<file path="src/rtl/core/dhti_pkg.sv">
// Shared types and constants for the double-hashing hash table insert block.
package dhti_pkg;

	localparam int KEY_W   = 31;
	localparam int SLOT_W  = 4;
	localparam int PROBE_W = 5;
	localparam int DIG_W   = 2;

	localparam logic ACT_INSERT = 1'b0;
	localparam logic ACT_READ   = 1'b1;

	typedef enum logic [3:0] {
		ST_CLEAR,
		ST_IDLE,
		ST_READ_RD,
		ST_READ_CHK,
		ST_MOD_KEY,
		ST_LOAD_STEP,
		ST_MOD_STEP,
		ST_PROBE_RD,
		ST_PROBE_CHK,
		ST_DONE
	} dhti_state_t;

	typedef struct packed {
		logic clr_write;
		logic load_req;
		logic mod_step;
		logic load_step;
		logic rd_slot;
		logic record_read;
		logic rd_probe;
		logic probe_next;
		logic write_hit;
		logic record_full;
		logic out_load;
	} dhti_cmd_t;

	typedef struct packed {
		logic clr_last;
		logic mod_last;
		logic hit;
		logic last_probe;
		logic out_free;
	} dhti_sts_t;

endpackage

</file>
<file path="src/rtl/core/dhti_rem.sv">
// Remainder unit: reduces a key by a constant divisor with a reciprocal multiplication.
module dhti_rem
	import dhti_pkg::*;
#(
	parameter int DIVISOR = 7,
	parameter int RW      = $clog2(DIVISOR)
) (
	input  logic             clk,
	input  logic             load,
	input  logic             shift,
	input  logic [KEY_W-1:0] load_val,
	output logic [RW-1:0]    rem
);

	localparam int              LG      = $clog2(DIVISOR);
	localparam int              SH      = KEY_W + LG;
	localparam int              PW      = 2 * KEY_W + 1;
	localparam longint unsigned RECIP   =
		((64'd1 << SH) + 64'(DIVISOR) - 64'd1) / 64'(DIVISOR);
	localparam logic [KEY_W:0]  RECIP_V = (KEY_W+1)'(RECIP);

	logic [KEY_W-1:0] val_q;
	logic [PW-1:0]    prod_q;
	logic [RW-1:0]    rem_q;
	logic [KEY_W-1:0] quot;
	logic [KEY_W-1:0] back;
	logic [KEY_W-1:0] diff;

	always_comb begin
		quot = KEY_W'(prod_q >> SH);
		back = quot * KEY_W'(DIVISOR);
		diff = val_q - back;
	end

	always_ff @(posedge clk) begin
		if (load) begin
			val_q <= load_val;
		end
		if (shift) begin
			prod_q <= PW'(val_q) * PW'(RECIP_V);
			rem_q  <= RW'(diff);
		end
	end

	assign rem = rem_q;

endmodule

</file>
<file path="src/rtl/core/dhti_ctrl.sv">
// Controller state machine sequencing clear, hashing, probing and result hand-off.
module dhti_ctrl
	import dhti_pkg::*;
(
	input  logic      clk,
	input  logic      arst_n,
	input  logic      in_valid,
	input  logic      action,
	input  dhti_sts_t sts,
	output logic      in_stall,
	output dhti_cmd_t cmd
);

	dhti_state_t state_q;
	dhti_state_t state_d;

	always_ff @(posedge clk or negedge arst_n) begin
		if (!arst_n) begin
			state_q <= ST_CLEAR;
		end else begin
			state_q <= state_d;
		end
	end

	always_comb begin
		state_d  = state_q;
		cmd      = '0;
		in_stall = 1'b1;
		unique case (state_q)
			ST_CLEAR: begin
				cmd.clr_write = 1'b1;
				if (sts.clr_last) begin
					state_d = ST_IDLE;
				end
			end
			ST_IDLE: begin
				in_stall = 1'b0;
				if (in_valid) begin
					cmd.load_req = 1'b1;
					state_d = (action == ACT_READ) ? ST_READ_RD : ST_MOD_KEY;
				end
			end
			ST_READ_RD: begin
				cmd.rd_slot = 1'b1;
				state_d = ST_READ_CHK;
			end
			ST_READ_CHK: begin
				cmd.record_read = 1'b1;
				state_d = ST_DONE;
			end
			ST_MOD_KEY: begin
				cmd.mod_step = 1'b1;
				if (sts.mod_last) begin
					state_d = ST_LOAD_STEP;
				end
			end
			ST_LOAD_STEP: begin
				cmd.load_step = 1'b1;
				state_d = ST_MOD_STEP;
			end
			ST_MOD_STEP: begin
				cmd.mod_step = 1'b1;
				if (sts.mod_last) begin
					state_d = ST_PROBE_RD;
				end
			end
			ST_PROBE_RD: begin
				cmd.rd_probe = 1'b1;
				state_d = ST_PROBE_CHK;
			end
			ST_PROBE_CHK: begin
				priority if (sts.hit) begin
					cmd.write_hit = 1'b1;
					state_d = ST_DONE;
				end else if (sts.last_probe) begin
					cmd.record_full = 1'b1;
					state_d = ST_DONE;
				end else begin
					cmd.probe_next = 1'b1;
					state_d = ST_PROBE_RD;
				end
			end
			ST_DONE: begin
				if (sts.out_free) begin
					cmd.out_load = 1'b1;
					state_d = ST_IDLE;
				end
			end
			default: begin
				state_d = ST_CLEAR;
			end
		endcase
	end

endmodule

</file>
<file path="src/rtl/core/dhti_datapath.sv">
// Datapath: slot memory, hash remainders, probe address walk and result registers.
module dhti_datapath
	import dhti_pkg::*;
#(
	parameter int SLOTS        = 16,
	parameter int STEP_MODULUS = 7
) (
	input  logic               clk,
	input  logic               arst_n,
	input  dhti_cmd_t          cmd,
	output dhti_sts_t          sts,
	input  logic [KEY_W-1:0]   key,
	input  logic [SLOT_W-1:0]  slot,
	output logic               out_valid,
	input  logic               out_stall,
	output logic [SLOT_W-1:0]  result_slot,
	output logic [KEY_W-1:0]   result_key,
	output logic               occupied,
	output logic               inserted,
	output logic [PROBE_W-1:0] probes
);

	localparam int SW  = $clog2(SLOTS);
	localparam int CW  = $clog2(SLOTS + 1);
	localparam int BW  = $clog2(STEP_MODULUS);
	localparam int MW  = $clog2(STEP_MODULUS + 1);

	logic [KEY_W:0]      mem [SLOTS];
	logic [KEY_W:0]      rdata_q;
	logic                we;
	logic [SW-1:0]       waddr;
	logic [KEY_W:0]      wdata;
	logic                re;
	logic [SW-1:0]       raddr;

	logic [SW-1:0]       clr_addr_q;
	logic [KEY_W-1:0]    key_q;
	logic [SLOT_W-1:0]   slot_q;
	logic [DIG_W-1:0]    dig_q;
	logic [SW-1:0]       addr_q;
	logic [CW-1:0]       cnt_q;

	logic [SW-1:0]       rem_a;
	logic [BW-1:0]       rem_b;
	logic [MW-1:0]       step_w;
	logic [KEY_W-1:0]    load_a;
	logic [SW:0]         addr_sum;
	logic                rd_in_range;
	logic                rd_occ;

	logic [SLOT_W-1:0]   res_slot_q;
	logic [KEY_W-1:0]    res_key_q;
	logic                res_occ_q;
	logic                res_ins_q;
	logic [PROBE_W-1:0]  res_probes_q;

	logic                out_valid_q;
	logic [SLOT_W-1:0]   out_slot_q;
	logic [KEY_W-1:0]    out_key_q;
	logic                out_occ_q;
	logic                out_ins_q;
	logic [PROBE_W-1:0]  out_probes_q;

	assign step_w = MW'(STEP_MODULUS) - MW'(rem_b);
	assign load_a = cmd.load_req ? key : KEY_W'(step_w);

	dhti_rem #(
		.DIVISOR (SLOTS),
		.RW      (SW)
	) u_rem_slots (
		.clk      (clk),
		.load     (cmd.load_req | cmd.load_step),
		.shift    (cmd.mod_step),
		.load_val (load_a),
		.rem      (rem_a)
	);

	dhti_rem #(
		.DIVISOR (STEP_MODULUS),
		.RW      (BW)
	) u_rem_step (
		.clk      (clk),
		.load     (cmd.load_req),
		.shift    (cmd.mod_step),
		.load_val (key),
		.rem      (rem_b)
	);

	always_comb begin
		we    = cmd.clr_write | cmd.write_hit;
		waddr = cmd.clr_write ? clr_addr_q : addr_q;
		wdata = cmd.clr_write ? '0 : {1'b1, key_q};
		re    = cmd.rd_slot | cmd.rd_probe;
		raddr = cmd.rd_slot ? SW'(slot_q) : addr_q;
	end

	always_ff @(posedge clk) begin
		if (we) begin
			mem[waddr] <= wdata;
		end
		if (re) begin
			rdata_q <= mem[raddr];
		end
	end

	always_ff @(posedge clk or negedge arst_n) begin
		if (!arst_n) begin
			clr_addr_q <= '0;
		end else if (cmd.clr_write) begin
			clr_addr_q <= clr_addr_q + 1'b1;
		end
	end

	assign addr_sum = {1'b0, addr_q} + {1'b0, rem_a};

	always_ff @(posedge clk) begin
		if (cmd.load_req) begin
			key_q  <= key;
			slot_q <= slot;
			dig_q  <= DIG_W'(1);
		end else if (cmd.load_step) begin
			dig_q <= DIG_W'(1);
		end else if (cmd.mod_step) begin
			dig_q <= dig_q - 1'b1;
		end
		if (cmd.load_step) begin
			addr_q <= rem_a;
			cnt_q  <= '0;
		end else if (cmd.probe_next) begin
			addr_q <= (addr_sum >= (SW+1)'(SLOTS)) ? SW'(addr_sum - (SW+1)'(SLOTS))
				: SW'(addr_sum);
			cnt_q  <= cnt_q + 1'b1;
		end
	end

	assign rd_in_range = ({{(KEY_W-SLOT_W){1'b0}}, slot_q} < KEY_W'(SLOTS));
	assign rd_occ      = rd_in_range & rdata_q[KEY_W];

	always_ff @(posedge clk) begin
		priority if (cmd.record_read) begin
			res_slot_q   <= slot_q;
			res_key_q    <= rd_occ ? rdata_q[KEY_W-1:0] : '0;
			res_occ_q    <= rd_occ;
			res_ins_q    <= 1'b0;
			res_probes_q <= '0;
		end else if (cmd.write_hit) begin
			res_slot_q   <= SLOT_W'(addr_q);
			res_key_q    <= key_q;
			res_occ_q    <= 1'b0;
			res_ins_q    <= 1'b1;
			res_probes_q <= PROBE_W'(cnt_q + 1'b1);
		end else if (cmd.record_full) begin
			res_slot_q   <= '0;
			res_key_q    <= '0;
			res_occ_q    <= 1'b0;
			res_ins_q    <= 1'b0;
			res_probes_q <= PROBE_W'(SLOTS);
		end
	end

	always_ff @(posedge clk or negedge arst_n) begin
		if (!arst_n) begin
			out_valid_q <= 1'b0;
		end else if (cmd.out_load) begin
			out_valid_q <= 1'b1;
		end else if (!out_stall) begin
			out_valid_q <= 1'b0;
		end
	end

	always_ff @(posedge clk) begin
		if (cmd.out_load) begin
			out_slot_q   <= res_slot_q;
			out_key_q    <= res_key_q;
			out_occ_q    <= res_occ_q;
			out_ins_q    <= res_ins_q;
			out_probes_q <= res_probes_q;
		end
	end

	always_comb begin
		sts.clr_last   = (clr_addr_q == SW'(SLOTS - 1));
		sts.mod_last   = (dig_q == '0);
		sts.hit        = ~rdata_q[KEY_W];
		sts.last_probe = (cnt_q == CW'(SLOTS - 1));
		sts.out_free   = ~out_valid_q | ~out_stall;
	end

	assign out_valid   = out_valid_q;
	assign result_slot = out_slot_q;
	assign result_key  = out_key_q;
	assign occupied    = out_occ_q;
	assign inserted    = out_ins_q;
	assign probes      = out_probes_q;

	a_one_write_source: assert property (@(posedge clk) disable iff (!arst_n)
		!(cmd.clr_write && cmd.write_hit))
		else $error("memory written by clear and insert in the same cycle");

	a_out_load_free: assert property (@(posedge clk) disable iff (!arst_n)
		cmd.out_load |-> (!out_valid_q || !out_stall))
		else $error("result loaded over a pending result");

	a_hit_after_read: assert property (@(posedge clk) disable iff (!arst_n)
		cmd.write_hit |-> $past(cmd.rd_probe))
		else $error("insert write without a preceding probe read");

	a_full_after_all: assert property (@(posedge clk) disable iff (!arst_n)
		cmd.record_full |-> (cnt_q == CW'(SLOTS - 1)))
		else $error("table full reported before every probe was made");

endmodule

</file>
<file path="src/rtl/core/double_hash_table_insert.sv">
// Top level of the double-hashing open-addressed hash table with insert and slot read.
//
// Channel   Handshake             Payload
// request   in_valid / in_stall   action, key, slot
// result    out_valid / out_stall result_slot, result_key, occupied, inserted, probes
//
// A read loads its result after a registered slot memory read and a check of the slot.
// An insert reduces the key in the remainder pipeline, loads the step and reduces it,
// then makes a registered slot memory read and a check for each probe. A request is
// accepted only once the previous result is loaded, but a new request is accepted while
// the previous result still waits under out_stall. After reset a clearing pass over the
// slot memory runs with in_stall high.
module double_hash_table_insert
	import dhti_pkg::*;
#(
	parameter int SLOTS        = 16,
	parameter int STEP_MODULUS = 7
) (
	input  logic               clk,
	input  logic               arst_n,
	input  logic               in_valid,
	output logic               in_stall,
	input  logic               action,
	input  logic [KEY_W-1:0]   key,
	input  logic [SLOT_W-1:0]  slot,
	output logic               out_valid,
	input  logic               out_stall,
	output logic [SLOT_W-1:0]  result_slot,
	output logic [KEY_W-1:0]   result_key,
	output logic               occupied,
	output logic               inserted,
	output logic [PROBE_W-1:0] probes
);

	dhti_cmd_t cmd;
	dhti_sts_t sts;

	dhti_ctrl u_ctrl (
		.clk      (clk),
		.arst_n   (arst_n),
		.in_valid (in_valid),
		.action   (action),
		.sts      (sts),
		.in_stall (in_stall),
		.cmd      (cmd)
	);

	dhti_datapath #(
		.SLOTS        (SLOTS),
		.STEP_MODULUS (STEP_MODULUS)
	) u_datapath (
		.clk         (clk),
		.arst_n      (arst_n),
		.cmd         (cmd),
		.sts         (sts),
		.key         (key),
		.slot        (slot),
		.out_valid   (out_valid),
		.out_stall   (out_stall),
		.result_slot (result_slot),
		.result_key  (result_key),
		.occupied    (occupied),
		.inserted    (inserted),
		.probes      (probes)
	);

endmodule
</file>
<file path="config.mk">
export PLATFORM = sky130hd
export DESIGN_NAME = double_hash_table_insert
export DESIGN_NICKNAME = d
export VERILOG_FILES = /design/src/rtl/core/dhti_pkg.sv /design/src/rtl/core/dhti_rem.sv /design/src/rtl/core/dhti_ctrl.sv /design/src/rtl/core/dhti_datapath.sv /design/src/rtl/core/double_hash_table_insert.sv
export SDC_FILE = /design/constraint.sdc
export NUM_CORES = 1
export LEC_CHECK = 0
export BUFFER_PORTS_ARGS = -buffer_cell sky130_fd_sc_hd__buf_2
export CAP_MARGIN = 20
export CORE_ASPECT_RATIO = 1.75
export CORE_MARGIN = 4
export CORE_UTILIZATION = 63
export DETAILED_ROUTE_END_ITERATION = 10
export GPL_TIMING_DRIVEN = 0
export PLACE_DENSITY = 0.85
export SYNTH_ARGS = -nofsm -noshare
export SYNTH_HDL_FRONTEND = slang
export SYNTH_SLANG_ARGS = --single-unit
</file>
<file path="constraint.sdc">
create_clock -name clk -period 6.65 [get_ports clk]
set_input_delay 1.33 -clock clk [delete_from_list [all_inputs] [get_ports clk]]
set_output_delay 1.33 -clock clk [all_outputs]
set_load 0.01 [all_outputs]
</file>
==> Flow_metrics.wiki <==
{| class="wikitable"
! Metric !! Value
|-
| Post-synth top cells || edfxtp_1 (675), inv_1 (237), ha_1 (192)
|-
| CTS tree || built
|-
| Vias per inst || 6.597
|-
| Unrepaired setup endpoints after global routing || false
|-
| Net count of the mapped netlist || 2222
|-
| Initial DRT Pass Iterations || 7
|-
| H-tree level count || 2
|-
| Remaining Overflow, GRT || 0
|-
| Max-capacitance violation count || 0
|-
| Io pins || 84
|-
| Vertical extent of the die || 310.1 µm
|-
| Final hold violation count || 0
|-
| Worst Path Max Fanout || 5
|-
| Data arrival time of the critical path || 6.79 ns
|-
| Row Count || 110
|-
| Post-Syn Area per Cell || 17.77 µm²
|-
| Post-route DRC || 0
|-
| CTS Root Cell || clkbuf_16
|-
| Post-Synthesis Cell Area || 0.03285 mm²
|-
| Detailed-route wire length || 82550 µm
|-
| Number of global-route vias before repair || 19276
|-
| Result of the run || finished clean
|-
| Final max-slew violation count || 0
|-
| Initial standard-cell utilization of the core || 63.81%
|-
| Clk pin slew, worst setup/hold paths || 0.07 ns
|-
| Fraction of registers with async set or reset after synthesis || 1.291%
|-
| Skew-Pair Late Insertion Delay || 0.64 ns
|-
| Slew margin rel. || 17.65%
|-
| DR WL/cell || 30.06 µm
|-
| Core Area || 0.05147 mm²
|-
| DRC marker count from the first detailed-route iteration || 2145
|-
| Num Clock Sinks || 697
|-
| Cell total after placement || 2629
|-
| Classification of the worst-slack hold path || flip-flop to flip-flop
|-
| Primary flip-flop cell chosen by synthesis mapping || edfxtp_1
|-
| Area overhead of the layout relative to synthesis || 11.49%
|-
| Unique cell type count in the Yosys netlist || 49
|-
| Sequential standard cell area || 0.02075 mm²
|-
| Cells after synthesis || 1849
|-
| Number of enable flip-flop cells after synthesis || 675
|-
| Multi-input logic area || 0.01111 mm²
|-
| YS warnings || 0
|-
| Combined global-route utilization of all metal layers || 29.50%
|-
| Flip-flop and latch count after synthesis || 697
|-
| Number of buffer cells added on primary ports || 83
|-
| Pin count of the biggest net entering global routing || 37
|-
| Vias post-DR || 18115
|-
| Max Buffers Root-to-Sink || 3
|-
| Count of nets after finishing || 2401
|-
| First-pass GRT wire length || 121300 µm
|-
| Critical path capture point type || flip-flop
|-
| Number of clock buffers inserted by TritonCTS || 57
|-
| Post-DRT Antenna Nets || 0
|-
| Pin slew with the least headroom to its limit || 1.230 ns
|-
| Post-route setup slack || 0.2283 ns
|-
| Sequential cell area fraction in the yosys report || 63.19%
|-
| Min Clock Period, post-route || 6.422 ns
|-
| Horiz. Die Dim || 180.6 µm
|-
| Most instantiated library cell after synthesis || edfxtp_1
|-
| Highest clock rate || 0.1557 GHz
|-
| HPWL Detailed || 54010 µm
|-
| Fraction of post-synthesis cell area in the top cell type by area || 61.71%
|-
| Placer's final routability congestion estimate || 0.9090
|-
| Class of the most critical setup path || flip-flop to flip-flop
|-
| Pre-CTS setup slack || -0.1328 ns
|-
| Critical path required time || 7.02 ns
|-
| Layout Utilization || 71.15%
|-
| Number of fill cells || 2991
|-
| Leading cell types by total area after synthesis || edfxtp_1 (62%), mux4_2 (8.8%), fa_1 (8.6%)
|-
| Non-Filler Instances || 2746
|-
| Number of antenna violations at the first check in global routing || 3
|-
| Area leader, netlist || edfxtp_1
|-
| Layout cell share with drive strength beyond 1 || 18.12%
|-
| Total die area || 0.05600 mm²
|-
| Fin crit share || 96.57%
|-
| Endpoints failing setup || 0
|-
| Worst clock skew on the final layout || 0.02604 ns
|-
| Category of the worst setup path launch point || flip-flop
|}
[placed cells by master (no fill, tap or decap), types with 9 or more instances in the layout]
master / synthesis / final
buf_2: 13 / 96
o21ai_0: 12 / 12
a21oi_1: 24 / 24
inv_1: 237 / 235
nor2_4: 0 / 16
clkbuf_1: 27 / 39
edfxtp_1: 675 / 675
fa_1: 141 / 141
xor2_1: 9 / 9
nand3_1: 11 / 11
mux2i_1: 102 / 102
nor2b_1: 20 / 20
clkinv_1: 0 / 9
buf_12: 0 / 17
dfxtp_1: 13 / 13
clkbuf_16: 0 / 57
mux4_2: 128 / 128
nand2_1: 24 / 24
ha_1: 192 / 192
nor2_1: 56 / 39
buf_4: 0 / 9
buf_1: 15 / 15
dfrtp_1: 9 / 9
a22o_1: 38 / 38
a31oi_1: 9 / 9
xnor2_1: 24 / 24
[worst max-delay path, stage by stage, from the launching register on]
cell and delay [ns]:
edfxtp_1 0.47, inv_1 0.11, ha_1 0.34, fa_1 0.55, inv_1 0.06, fa_1 0.53
inv_1 0.06, fa_1 0.50, inv_1 0.07, fa_1 0.50, fa_1 0.54, inv_1 0.05
fa_1 0.49, inv_1 0.04, ha_1 0.29, ha_1 0.34, o21ai_0 0.18, o21ai_0 0.13
a211oi_2 0.28, a21bo_2 0.29, a221oi_2 0.27, xnor2_1 0.10
[repair_timing]
action | in CTS | in global routing
hold buffers | 0 | 0
pin swaps | 0 | 1
resized for setup | 2 | 3
buffers inserted | 0 | 2
endpoints found under the setup margin | 1 | 3
[registers in the layout (all words and copies together) (netlist names), 5 cells and up]
name	count
u_datapath.res_key_q	31
u_datapath.probes	5
u_datapath.res_probes_q	5
u_datapath.cnt_q	5
u_datapath.u_rem_step.val_q	31
u_datapath.mem	512
u_datapath.rdata_q	32
u_datapath.result_key	31
[cell type report]
class                           instances  area share [%]
Sequential cell                       697           56.67
Multi-Input combinational cell        858           30.33
Clock buffer                           70           4.055
Timing Repair Buffer                  120           2.624
Inverter                              237           2.429
Tap cell                              672           2.296
Clock inverter                         31          0.8985
Buffer                                 57          0.6696
Antenna cell                            4         0.02733
[per-stage QoR]
step,cell area (µm²),TNS [ns],hold slack (ns)
after floorplan,32850,0,0.4003
after detailed placement,34660,-0.1328,0.4045
after global placement,34100,-17.55,0.4031
after global routing,36610,0,0.4274
final,36620,0,0.4214
after CTS,36490,0,0.4220
[routing by layer]
layer / track usage [%] / vias to the layer above / wire [µm]
li1: - / 7276 / -
met1: 33.96 / 9232 / 26490
met2: 52.88 / 1272 / 43180
met3: 4.433 / 333 / 7183
met4: 17.05 / 2 / 5689
met5: 0 / - / 13
[logic make-up after synthesis]
logic type / share of synthesized area [%]
fa+ha+maj: 15.91
compound gates: 2.457
simple gates: 2.232
mux: 11.88
xor+xnor: 0.8799
flops: 63.19
buf+inv: 3.455
[final timing paths]
kind / start / endpoint / slack (ns) / depth (start not counted)
max: u_datapath.u_rem_step.val_q[29]$_DFFE_PP_ / u_datapath.u_rem_step.prod_q[36]$_DFFE_PP_ / 0.23 / 21
min: u_datapath.res_key_q[9]$_DFFE_PP_ / u_datapath.result_key[9]$_DFFE_PP_ / 0.42 / 0
max reg2reg: u_datapath.u_rem_step.val_q[29]$_DFFE_PP_ / u_datapath.u_rem_step.prod_q[36]$_DFFE_PP_ / 0.23 / 21
min reg2reg: u_datapath.res_key_q[9]$_DFFE_PP_ / u_datapath.result_key[9]$_DFFE_PP_ / 0.42 / 0
max in group asynchronous: arst_n / u_ctrl.state_q[0]$_DFFE_PN0P_ / 5.90 / 1
min in group asynchronous: arst_n / u_datapath.clr_addr_q[1]$_DFFE_PN0P_ / 0.56 / 1
Power is not shown: default switching activity piles up to over one toggle a cycle in this logic, so the estimate is an artifact.
